$ cat src/hw/rtl/ppm_pkg.sv
`timescale 1ns / 1ps

package ppm_pkg;

  localparam int CFG_W     = 17;
  localparam int SLOPE_W   = 16;
  localparam int OFFSET_W  = 17;
  localparam int VOLT_W    = 10;
  localparam int POWER_W   = 17;
  localparam int TOTAL_W   = 19;
  localparam int CFG_IDX_W = 2;
  localparam int PHASES    = 3;

  // register indexes of the configuration port
  localparam logic [CFG_IDX_W-1:0] CFG_SLOPE  = 2'd0;
  localparam logic [CFG_IDX_W-1:0] CFG_OFFSET = 2'd1;
  localparam logic [CFG_IDX_W-1:0] CFG_VOLT   = 2'd2;

  localparam logic [SLOPE_W-1:0]  SLOPE_RESET  = 16'd14459;
  localparam logic [OFFSET_W-1:0] OFFSET_RESET = 17'd0;
  localparam logic [VOLT_W-1:0]   VOLT_RESET   = 10'd240;

  localparam logic [POWER_W-1:0] POWER_MAX = 17'h0ffff;
  localparam logic [POWER_W-1:0] POWER_MIN = 17'h10000;

  // quotient magnitude is capped one past the negative limit before dividing by 5
  localparam int QUOT_W   = 19;
  localparam logic [QUOT_W-1:0] QUOT_CLAMP = 19'd327685;
  localparam int RECIP_W  = 20;
  localparam logic [RECIP_W-1:0] RECIP_5 = 20'd838861;
  localparam int RECIP_SHIFT = 22;

  typedef enum logic [3:0] {
    S_IDLE,
    S_MUL,
    S_ADD,
    S_VMUL,
    S_MAG,
    S_DIV,
    S_SAT,
    S_TOTAL,
    S_OUT
  } state_t;

  typedef struct packed {
    logic take;
    logic close;
    logic mul;
    logic add;
    logic vmul;
    logic mag;
    logic div;
    logic sat;
    logic total;
  } ppm_cmd_t;

endpackage

$ cat src/hw/rtl/ppm_ctrl.sv
`timescale 1ns / 1ps

module ppm_ctrl (
  input  logic              clk,
  input  logic              rst,
  input  logic              in_valid,
  input  logic              window_end,
  input  logic              out_stall,
  output logic              in_stall,
  output logic              out_valid,
  output ppm_pkg::ppm_cmd_t cmd
);

  ppm_pkg::state_t state;
  ppm_pkg::state_t state_next;

  always_ff @(posedge clk) begin
    if (rst) begin
      state <= ppm_pkg::S_IDLE;
    end else begin
      state <= state_next;
    end
  end

  always_comb begin
    state_next = state;
    cmd        = '0;
    in_stall   = 1'b1;
    out_valid  = 1'b0;
    unique case (state)
      ppm_pkg::S_IDLE: begin
        in_stall = 1'b0;
      end
      ppm_pkg::S_MUL:   cmd.mul   = 1'b1;
      ppm_pkg::S_ADD:   cmd.add   = 1'b1;
      ppm_pkg::S_VMUL:  cmd.vmul  = 1'b1;
      ppm_pkg::S_MAG:   cmd.mag   = 1'b1;
      ppm_pkg::S_DIV:   cmd.div   = 1'b1;
      ppm_pkg::S_SAT:   cmd.sat   = 1'b1;
      ppm_pkg::S_TOTAL: cmd.total = 1'b1;
      ppm_pkg::S_OUT: begin
        out_valid = 1'b1;
        // a closing sample waits until the result register is free
        in_stall  = out_stall & window_end;
      end
      default: ;
    endcase
    if (rst) begin
      in_stall = 1'b1;
    end
    cmd.take  = in_valid & ~in_stall;
    cmd.close = cmd.take & window_end;

    unique case (state)
      ppm_pkg::S_IDLE:  if (cmd.close) state_next = ppm_pkg::S_MUL;
      ppm_pkg::S_MUL:   state_next = ppm_pkg::S_ADD;
      ppm_pkg::S_ADD:   state_next = ppm_pkg::S_VMUL;
      ppm_pkg::S_VMUL:  state_next = ppm_pkg::S_MAG;
      ppm_pkg::S_MAG:   state_next = ppm_pkg::S_DIV;
      ppm_pkg::S_DIV:   state_next = ppm_pkg::S_SAT;
      ppm_pkg::S_SAT:   state_next = ppm_pkg::S_TOTAL;
      ppm_pkg::S_TOTAL: state_next = ppm_pkg::S_OUT;
      ppm_pkg::S_OUT: begin
        if (!out_stall) begin
          state_next = cmd.close ? ppm_pkg::S_MUL : ppm_pkg::S_IDLE;
        end
      end
      default: state_next = ppm_pkg::S_IDLE;
    endcase
  end

endmodule

$ cat src/hw/rtl/ppm_datapath.sv
`timescale 1ns / 1ps

module ppm_datapath #(
  parameter int SAMPLE_BITS = 12,
  parameter int CH_W        = 2
) (
  input  logic                               clk,
  input  logic                               rst,
  input  ppm_pkg::ppm_cmd_t                  cmd,
  input  logic [CH_W-1:0]                    channel,
  input  logic [SAMPLE_BITS-1:0]             sample,
  input  logic                               cfg_we,
  input  logic [ppm_pkg::CFG_IDX_W-1:0]      cfg_index,
  input  logic [ppm_pkg::CFG_W-1:0]          cfg_data,
  output logic [CH_W-1:0]                    result_channel,
  output logic signed [ppm_pkg::POWER_W-1:0] power_watts,
  output logic signed [ppm_pkg::TOTAL_W-1:0] pump_total_watts,
  output logic                               saturated
);

  localparam int SB    = SAMPLE_BITS;
  localparam int AW    = SB + 26;
  localparam int NW    = AW + 11;
  localparam int SHIFT = SB + 13;
  localparam int XW    = NW - SHIFT;
  localparam int PRODW = ppm_pkg::QUOT_W + ppm_pkg::RECIP_W;
  localparam logic [SB:0] FULL_SCALE = {1'b1, {SB{1'b0}}};

  logic [ppm_pkg::SLOPE_W-1:0]         slope_q12;
  logic signed [ppm_pkg::OFFSET_W-1:0] offset_q12;
  logic [ppm_pkg::VOLT_W-1:0]          line_voltage;

  always_ff @(posedge clk) begin
    if (rst) begin
      slope_q12    <= ppm_pkg::SLOPE_RESET;
      offset_q12   <= ppm_pkg::OFFSET_RESET;
      line_voltage <= ppm_pkg::VOLT_RESET;
    end else if (cfg_we) begin
      unique case (cfg_index)
        ppm_pkg::CFG_SLOPE:  slope_q12    <= cfg_data[ppm_pkg::SLOPE_W-1:0];
        ppm_pkg::CFG_OFFSET: offset_q12   <= cfg_data[ppm_pkg::OFFSET_W-1:0];
        ppm_pkg::CFG_VOLT:   line_voltage <= cfg_data[ppm_pkg::VOLT_W-1:0];
        default: ;
      endcase
    end
  end

  // min/max window shared by all channels
  logic [SB-1:0] win_high;
  logic [SB:0]   win_low;
  logic [SB-1:0] high_new;
  logic [SB:0]   low_new;
  logic [SB-1:0] span;
  logic [CH_W-1:0] ch_hold;

  assign high_new = (sample > win_high) ? sample : win_high;
  assign low_new  = ({1'b0, sample} < win_low) ? {1'b0, sample} : win_low;

  always_ff @(posedge clk) begin
    if (rst) begin
      win_high <= '0;
      win_low  <= FULL_SCALE;
    end else if (cmd.close) begin
      win_high <= '0;
      win_low  <= FULL_SCALE;
    end else if (cmd.take) begin
      win_high <= high_new;
      win_low  <= low_new;
    end
  end

  always_ff @(posedge clk) begin
    if (cmd.close) begin
      span    <= high_new - low_new[SB-1:0];
      ch_hold <= channel;
    end
  end

  // power = trunc(V * (span*33*slope + offset*40960) / (5 * 2^SHIFT))
  logic [SB+15:0]        prod1;
  logic signed [AW-1:0]  off_term;
  logic                  below_cut;
  logic [SB+5:0]         span33;
  logic signed [AW-1:0]  off_a;
  logic signed [AW-1:0]  off_b;
  logic [SB+21:0]        p33;
  logic signed [AW-1:0]  acc;
  logic signed [10:0]    volt_s;
  logic signed [NW-1:0]  num;
  logic [NW-1:0]         mag;
  logic [XW-1:0]         xs;
  logic [ppm_pkg::QUOT_W-1:0] xq;
  logic                  neg;
  logic [PRODW-1:0]      qprod;
  logic [ppm_pkg::POWER_W-1:0] quot;
  logic [ppm_pkg::POWER_W-1:0] power_calc;
  logic                  sat_calc;

  assign span33 = {span, 5'b0} + {6'b0, span};
  assign off_a  = {{(AW-32){offset_q12[16]}}, offset_q12, 15'b0};
  assign off_b  = {{(AW-30){offset_q12[16]}}, offset_q12, 13'b0};
  assign p33    = {1'b0, prod1, 5'b0} + {6'b0, prod1};
  assign volt_s = {1'b0, line_voltage};
  assign mag    = num[NW-1] ? (NW'(0) - num) : num;
  assign xs     = mag[NW-1:SHIFT];
  assign qprod  = PRODW'(xq) * PRODW'(ppm_pkg::RECIP_5);

  always_ff @(posedge clk) begin
    if (cmd.mul) begin
      prod1     <= span * slope_q12;
      off_term  <= off_a + off_b;
      below_cut <= span33 < {5'b0, FULL_SCALE};
    end
    if (cmd.add) begin
      acc <= $signed({{(AW-SB-22){1'b0}}, p33}) + off_term;
    end
    if (cmd.vmul) begin
      num <= acc * volt_s;
    end
    if (cmd.mag) begin
      neg <= num[NW-1];
      xq  <= (xs > XW'(ppm_pkg::QUOT_CLAMP)) ? ppm_pkg::QUOT_CLAMP
                                             : xs[ppm_pkg::QUOT_W-1:0];
    end
    if (cmd.div) begin
      quot <= qprod[PRODW-1-(PRODW-ppm_pkg::RECIP_SHIFT-ppm_pkg::POWER_W):
                    ppm_pkg::RECIP_SHIFT];
    end
  end

  always_comb begin
    power_calc = quot;
    sat_calc   = 1'b0;
    if (below_cut) begin
      power_calc = '0;
    end else if (!neg) begin
      if (quot[ppm_pkg::POWER_W-1]) begin
        power_calc = ppm_pkg::POWER_MAX;
        sat_calc   = 1'b1;
      end
    end else if (quot > ppm_pkg::POWER_MIN) begin
      power_calc = ppm_pkg::POWER_MIN;
      sat_calc   = 1'b1;
    end else begin
      power_calc = ppm_pkg::POWER_W'(0) - quot;
    end
  end

  logic signed [ppm_pkg::POWER_W-1:0] phase_power [ppm_pkg::PHASES];

  always_ff @(posedge clk) begin
    if (rst) begin
      for (int i = 0; i < ppm_pkg::PHASES; i++) begin
        phase_power[i] <= '0;
      end
    end else if (cmd.sat) begin
      for (int i = 0; i < ppm_pkg::PHASES; i++) begin
        if (32'(ch_hold) == i) begin
          phase_power[i] <= power_calc;
        end
      end
    end
  end

  always_ff @(posedge clk) begin
    if (cmd.sat) begin
      result_channel <= ch_hold;
      power_watts    <= power_calc;
      saturated      <= sat_calc;
    end
    if (cmd.total) begin
      pump_total_watts <= {{2{phase_power[0][16]}}, phase_power[0]}
                        + {{2{phase_power[1][16]}}, phase_power[1]}
                        + {{2{phase_power[2][16]}}, phase_power[2]};
    end
  end

  a_window_restart: assert property (@(posedge clk) disable iff (rst)
    $past(cmd.close) |-> (win_high == '0) && (win_low == FULL_SCALE))
    else $error("window not restarted after close");

endmodule

$ cat src/hw/rtl/peak_to_peak_phase_power_meter.sv
`timescale 1ns / 1ps

// Peak-to-peak power meter for current clamps. Samples are taken one per
// cycle while the input does not stall; one min/max tracker is shared by
// all channels. The sample marked window_end starts a fixed sequence of seven
// arithmetic steps (slope multiply, offset add, voltage multiply, magnitude
// and scale, divide by five through a reciprocal multiply, saturate and store,
// phase total); the input stalls while they run, and the result then shows on
// the output. While a result waits, samples that do not close a window keep
// flowing; a closing one waits for the result to be taken. Phases 0..2 keep
// their last power for the pump total.
module peak_to_peak_phase_power_meter #(
  parameter int SAMPLE_BITS = 12,
  parameter int CHANNELS    = 4
) (
  input  logic                                clk,
  input  logic                                rst,
  input  logic                                in_valid,
  output logic                                in_stall,
  input  logic [$clog2(CHANNELS)-1:0]         channel,
  input  logic [SAMPLE_BITS-1:0]              sample,
  input  logic                                window_end,
  output logic                                out_valid,
  input  logic                                out_stall,
  output logic [$clog2(CHANNELS)-1:0]         result_channel,
  output logic signed [ppm_pkg::POWER_W-1:0]  power_watts,
  output logic signed [ppm_pkg::TOTAL_W-1:0]  pump_total_watts,
  output logic                                saturated,
  input  logic                                cfg_we,
  input  logic [ppm_pkg::CFG_IDX_W-1:0]       cfg_index,
  input  logic [ppm_pkg::CFG_W-1:0]           cfg_data
);

  localparam int CH_W = $clog2(CHANNELS);

  ppm_pkg::ppm_cmd_t cmd;

  ppm_ctrl u_ctrl (
    .clk        (clk),
    .rst        (rst),
    .in_valid   (in_valid),
    .window_end (window_end),
    .out_stall  (out_stall),
    .in_stall   (in_stall),
    .out_valid  (out_valid),
    .cmd        (cmd)
  );

  ppm_datapath #(
    .SAMPLE_BITS (SAMPLE_BITS),
    .CH_W        (CH_W)
  ) u_datapath (
    .clk              (clk),
    .rst              (rst),
    .cmd              (cmd),
    .channel          (channel),
    .sample           (sample),
    .cfg_we           (cfg_we),
    .cfg_index        (cfg_index),
    .cfg_data         (cfg_data),
    .result_channel   (result_channel),
    .power_watts      (power_watts),
    .pump_total_watts (pump_total_watts),
    .saturated        (saturated)
  );

  a_sat_at_limit: assert property (@(posedge clk) disable iff (rst)
    out_valid && saturated |->
      (power_watts == ppm_pkg::POWER_MAX) || (power_watts == ppm_pkg::POWER_MIN))
    else $error("saturated flag without clipped power");

  a_close_blocked: assert property (@(posedge clk) disable iff (rst)
    out_valid && out_stall && in_valid && window_end |-> in_stall)
    else $error("closing request taken while result pending");

  a_close_starts_math: assert property (@(posedge clk) disable iff (rst)
    in_valid && !in_stall && window_end |=> !out_valid)
    else $error("result shown right after window close");

endmodule

$ cat config.mk
export PLATFORM = sky130hd
export DESIGN_NAME = peak_to_peak_phase_power_meter
export DESIGN_NICKNAME = d
export VERILOG_FILES = /design/src/hw/rtl/ppm_pkg.sv /design/src/hw/rtl/ppm_ctrl.sv /design/src/hw/rtl/ppm_datapath.sv /design/src/hw/rtl/peak_to_peak_phase_power_meter.sv
export SDC_FILE = /design/constraint.sdc
export NUM_CORES = 2
export LEC_CHECK = 0
export ABC_CLOCK_PERIOD_IN_PS = 9700
export BUFFER_PORTS_ARGS = -buffer_cell sky130_fd_sc_hd__buf_2
export CAP_MARGIN = 20
export CORE_MARGIN = 1
export CORE_UTILIZATION = 60
export CTS_CLUSTER_SIZE = 25
export DETAILED_ROUTE_END_ITERATION = 12
export PLACE_DENSITY = 0.82
export SYNTH_ARGS = -nofsm -noshare
export SYNTH_HDL_FRONTEND = slang
export SYNTH_SLANG_ARGS = --single-unit
$ cat constraint.sdc
create_clock -name clk -period 9.7 [get_ports clk]
set_clock_uncertainty 0.15 [all_clocks]
set_input_delay 1.94 -clock clk [delete_from_list [all_inputs] [get_ports clk]]
set_output_delay 1.94 -clock clk [all_outputs]
set_load 0.01 [all_outputs]
==> run summary <==
Worst skew pair latency: 0.58 ns
Crit path capture type: register
Post-Syn Instances: 4407
Crit-path cells: buf_4 > nand2_1 > fa_1 > fa_1 > inv_1 > fa_1 > fa_1 > inv_1 > fa_1 > inv_1 > ha_1 > and3_1 > a221oi_1 > and3b_1 > a21oi_1 > o2111ai_1 > o2111ai_1 > a211oi_2 > o31ai_1 > xor2_1
H-tree depth: 2
Max Used Layer: met4
EDFF count, synth: 277
Crit path max fanout: 32
DR vias: 30458
Drt first pass iters: 6
1st-iter DRT viols: 1984
First-pass GRT wire length: 154.0 mm
Worst path buffer plus inverter count: 4
Cell family with most CP delay: adder cells
Initial Util: 0.6062
Post-CTS Resized: 0
Die X: 267.8 microns
CP max-delay cell: fa_1
Arrival time worst endpoint: 6.90 ns
Avg Inst Size Synth: 9.616 sq um
Pin count of the biggest net entering global routing: 50
Primary FF master, synth: edfxtp_1
DR vias/cell: 5.675
Most frequent CP cell: fa_1
IO Pins: 80
Post-Syn Area: 0.04238 sq mm
RSZ-0062 raised after global routing: false
WL met1: 37.78 mm
Max-cap violations: 0
Gr ovfl total: 0
Synth unique cells: 92
Fillers: 5449
Rel. slew slack: 0.3596
GP Congestion: 0.9064
Clock Path Buffers: 3
Status: completed
Worst hold-check path type: reg2reg
Fin crit share: 0.6959
Setup crit start kind: register
Avg WL per Cell: 17.04 microns
Count of final max-slew check failures: 0
Routed wl met2: 45.56 mm
Cell Area, Placed: 0.04357 sq mm
Yosys warns: 0
Final hold violation count: 0
Vias in the first global route: 32222
Critical Path RT: 9.85 ns
Setup tns final: 0 ns
Port Buffers: 79
Final Non-Filler Cells: 5367
DP HPWL: 72.48 mm
Post-CTS Setup Inserts: 0
Max Fclk: 0.1481 GHz
Cell area after layout: 0.04491 sq mm
Clock Sink Count: 349
Antenna violations before repair: 0
Worst Tran Pin Value: 0.9607 ns
Row count: 97
#FFs+latches synth: 349
Core area: 0.06991 sq mm
TritonCTS buffer count: 41
Clock root cell: clkbuf_16
Synth-to-Final Area Change: 5.988%
Period minus WS final: 6.750 ns
Sequential area share after synthesis: 0.2303
CTS clock-pin slew for the worst setup and hold paths: 0.06 ns
Drt total wl: 91.44 mm
Setup CP Type: reg2reg
Nets: 5446
Util after Layout: 0.6425
Synth Net Count: 5458
Gr usage total: 0.2654
Share of post-route cells with drive strength above 1: 0.05626
Die area: 0.07169 sq mm
Residual DRC count: 0
Met3 WL: 5.544 mm
Placed cell count: 5291
Die Y-Extent: 267.8 microns
CTS Hold Buffers Added: 0
CP peak stage delay: 0.54 ns
Final ANT Viol Nets: 0
Final setup violation count: 0
Post-synth ARST share: 0
TritonCTS clock tree: built
[cell families (layout without fill, tap and decap cells)]
logic type / Yosys count / in the layout / share of synthesized area
simple gates: 1284 / 1284 / 0.1469
flops: 349 / 349 / 0.2303
mux: 25 / 25 / 0.006230
other cells: 0 / 1 / 0
xor+xnor: 202 / 202 / 0.04175
fa+ha+maj: 1012 / 1012 / 0.3991
buf+inv: 960 / 979 / 0.08551
compound gates: 575 / 575 / 0.09023
[cells in the mapped netlist (16+ instances only)]
cell type,count,area share
a211oi_1,34,0.0060
a21o_1,62,0.011
a21oi_1,188,0.022
a31oi_1,16,0.0024
and2_1,249,0.037
and3_1,44,0.0065
clkbuf_1,148,0.013
dfxtp_1,72,0.034
edfxtp_1,277,0.20
fa_1,566,0.27
ha_1,446,0.13
inv_1,801,0.071
nand2_1,554,0.049
nand2b_1,16,0.0024
nand3_1,69,0.0081
nand4_1,17,0.0025
nor2_1,166,0.015
nor2b_1,22,0.0032
nor3_1,55,0.0065
o211ai_1,18,0.0032
o21a_1,25,0.0044
o21ai_0,86,0.010
o21bai_1,22,0.0039
xnor2_1,131,0.027
xor2_1,71,0.015
[path summary, 6_finish.rpt]
kind                                                         startpoint                                       to  slack, ns  cells past startpoint
worst min register to register  u_datapath.line_voltage[2]$_SDFFE_PP0P_  u_datapath.line_voltage[2]$_SDFFE_PP0P_       0.30                      2
worst max register to register  u_datapath.line_voltage[3]$_SDFFE_PP0P_             u_datapath.num[45]$_DFFE_PP_       2.95                     20
worst max-delay path            u_datapath.line_voltage[3]$_SDFFE_PP0P_             u_datapath.num[45]$_DFFE_PP_       2.95                     20
worst min-delay path            u_datapath.line_voltage[2]$_SDFFE_PP0P_  u_datapath.line_voltage[2]$_SDFFE_PP0P_       0.30                      2
[worst register-to-register path, stage by stage, from the launching register on]
cell	delay, ns
dfxtp_1	0.49
buf_4	0.42
nand2_1	0.16
fa_1	0.50
fa_1	0.53
inv_1	0.05
fa_1	0.46
fa_1	0.54
inv_1	0.05
fa_1	0.52
inv_1	0.04
ha_1	0.37
and3_1	0.18
a221oi_1	0.32
and3b_1	0.23
a21oi_1	0.11
o2111ai_1	0.41
o2111ai_1	0.23
a211oi_2	0.39
o31ai_1	0.16
xor2_1	0.15
[per-layer routing]
metal,vias to the layer above,global-route usage
met3,192,0.03748
met2,1006,0.4697
met5,-,0
met4,0,0.08247
met1,15027,0.3361
li1,14233,-
[flip-flops by register name, summed over array words and instances (netlist names)]
name / count
u_datapath.phase_power: 51
u_datapath.num: 49
u_datapath.acc: 38
u_datapath.prod1: 28
u_datapath.off_term: 20
u_datapath.pump_total_watts: 19
u_datapath.xq: 19
u_datapath.offset_q12: 17
u_datapath.power_watts: 17
u_datapath.quot: 17
u_datapath.slope_q12: 16
u_datapath.win_low: 13
u_datapath.span: 12
u_datapath.win_high: 12
u_datapath.line_voltage: 10
u_ctrl.state: 4
u_datapath.ch_hold: 2
u_datapath.result_channel: 2
u_datapath.below_cut: 1
u_datapath.neg: 1
u_datapath.saturated: 1
[layout by cell type, fill, tap and decap left out, drive strengths merged, types with 8 or more instances in the layout]
cell type  count
xor2          71
o211ai        18
clkinv        17
a211o         12
inv          804
nor2         176
buf          103
nand2b        16
nor4          14
or3           16
o31ai         10
a21oi        188
or2           12
o41ai         10
edfxtp       277
mux2i         14
o21bai        22
a21o          62
and4           8
nor2b         22
a21boi        11
a31oi         16
nand2        555
a211oi        41
xnor2        131
and2         249
fa           566
and3          44
clkbuf        54
dfxtp         72
o21a          25
ha           446
mux2          11
nand4         17
a31o          11
o21ai         90
nor3          56
o2111ai       10
nand3         70
[area by class of cell]
cell class	count	area (sq um)	share of cell area
multi-input combinational	3098	29050	0.6469
sequential	349	9759	0.2173
inverter	802	3010	0.06703
tap	940	1176	0.02619
clock buffer	54	1169	0.02602
timing repair buffer	103	576.8	0.01284
clock inverter	20	165.2	0.003677
antenna	1	2.502	0.00005572
[metrics by stage]
step                hold slack (ns)  setup WS, ns
detailed placement           0.2969         2.981
floorplan                    0.2834         3.644
finish                       0.3033         2.950
global route                 0.3239         2.588
CTS                          0.3049         2.934
global placement             0.2924         3.069
Power is left out: the tool's default activity adds up to more than one toggle a clock period on the data nets, which glitch-free logic cannot reach.
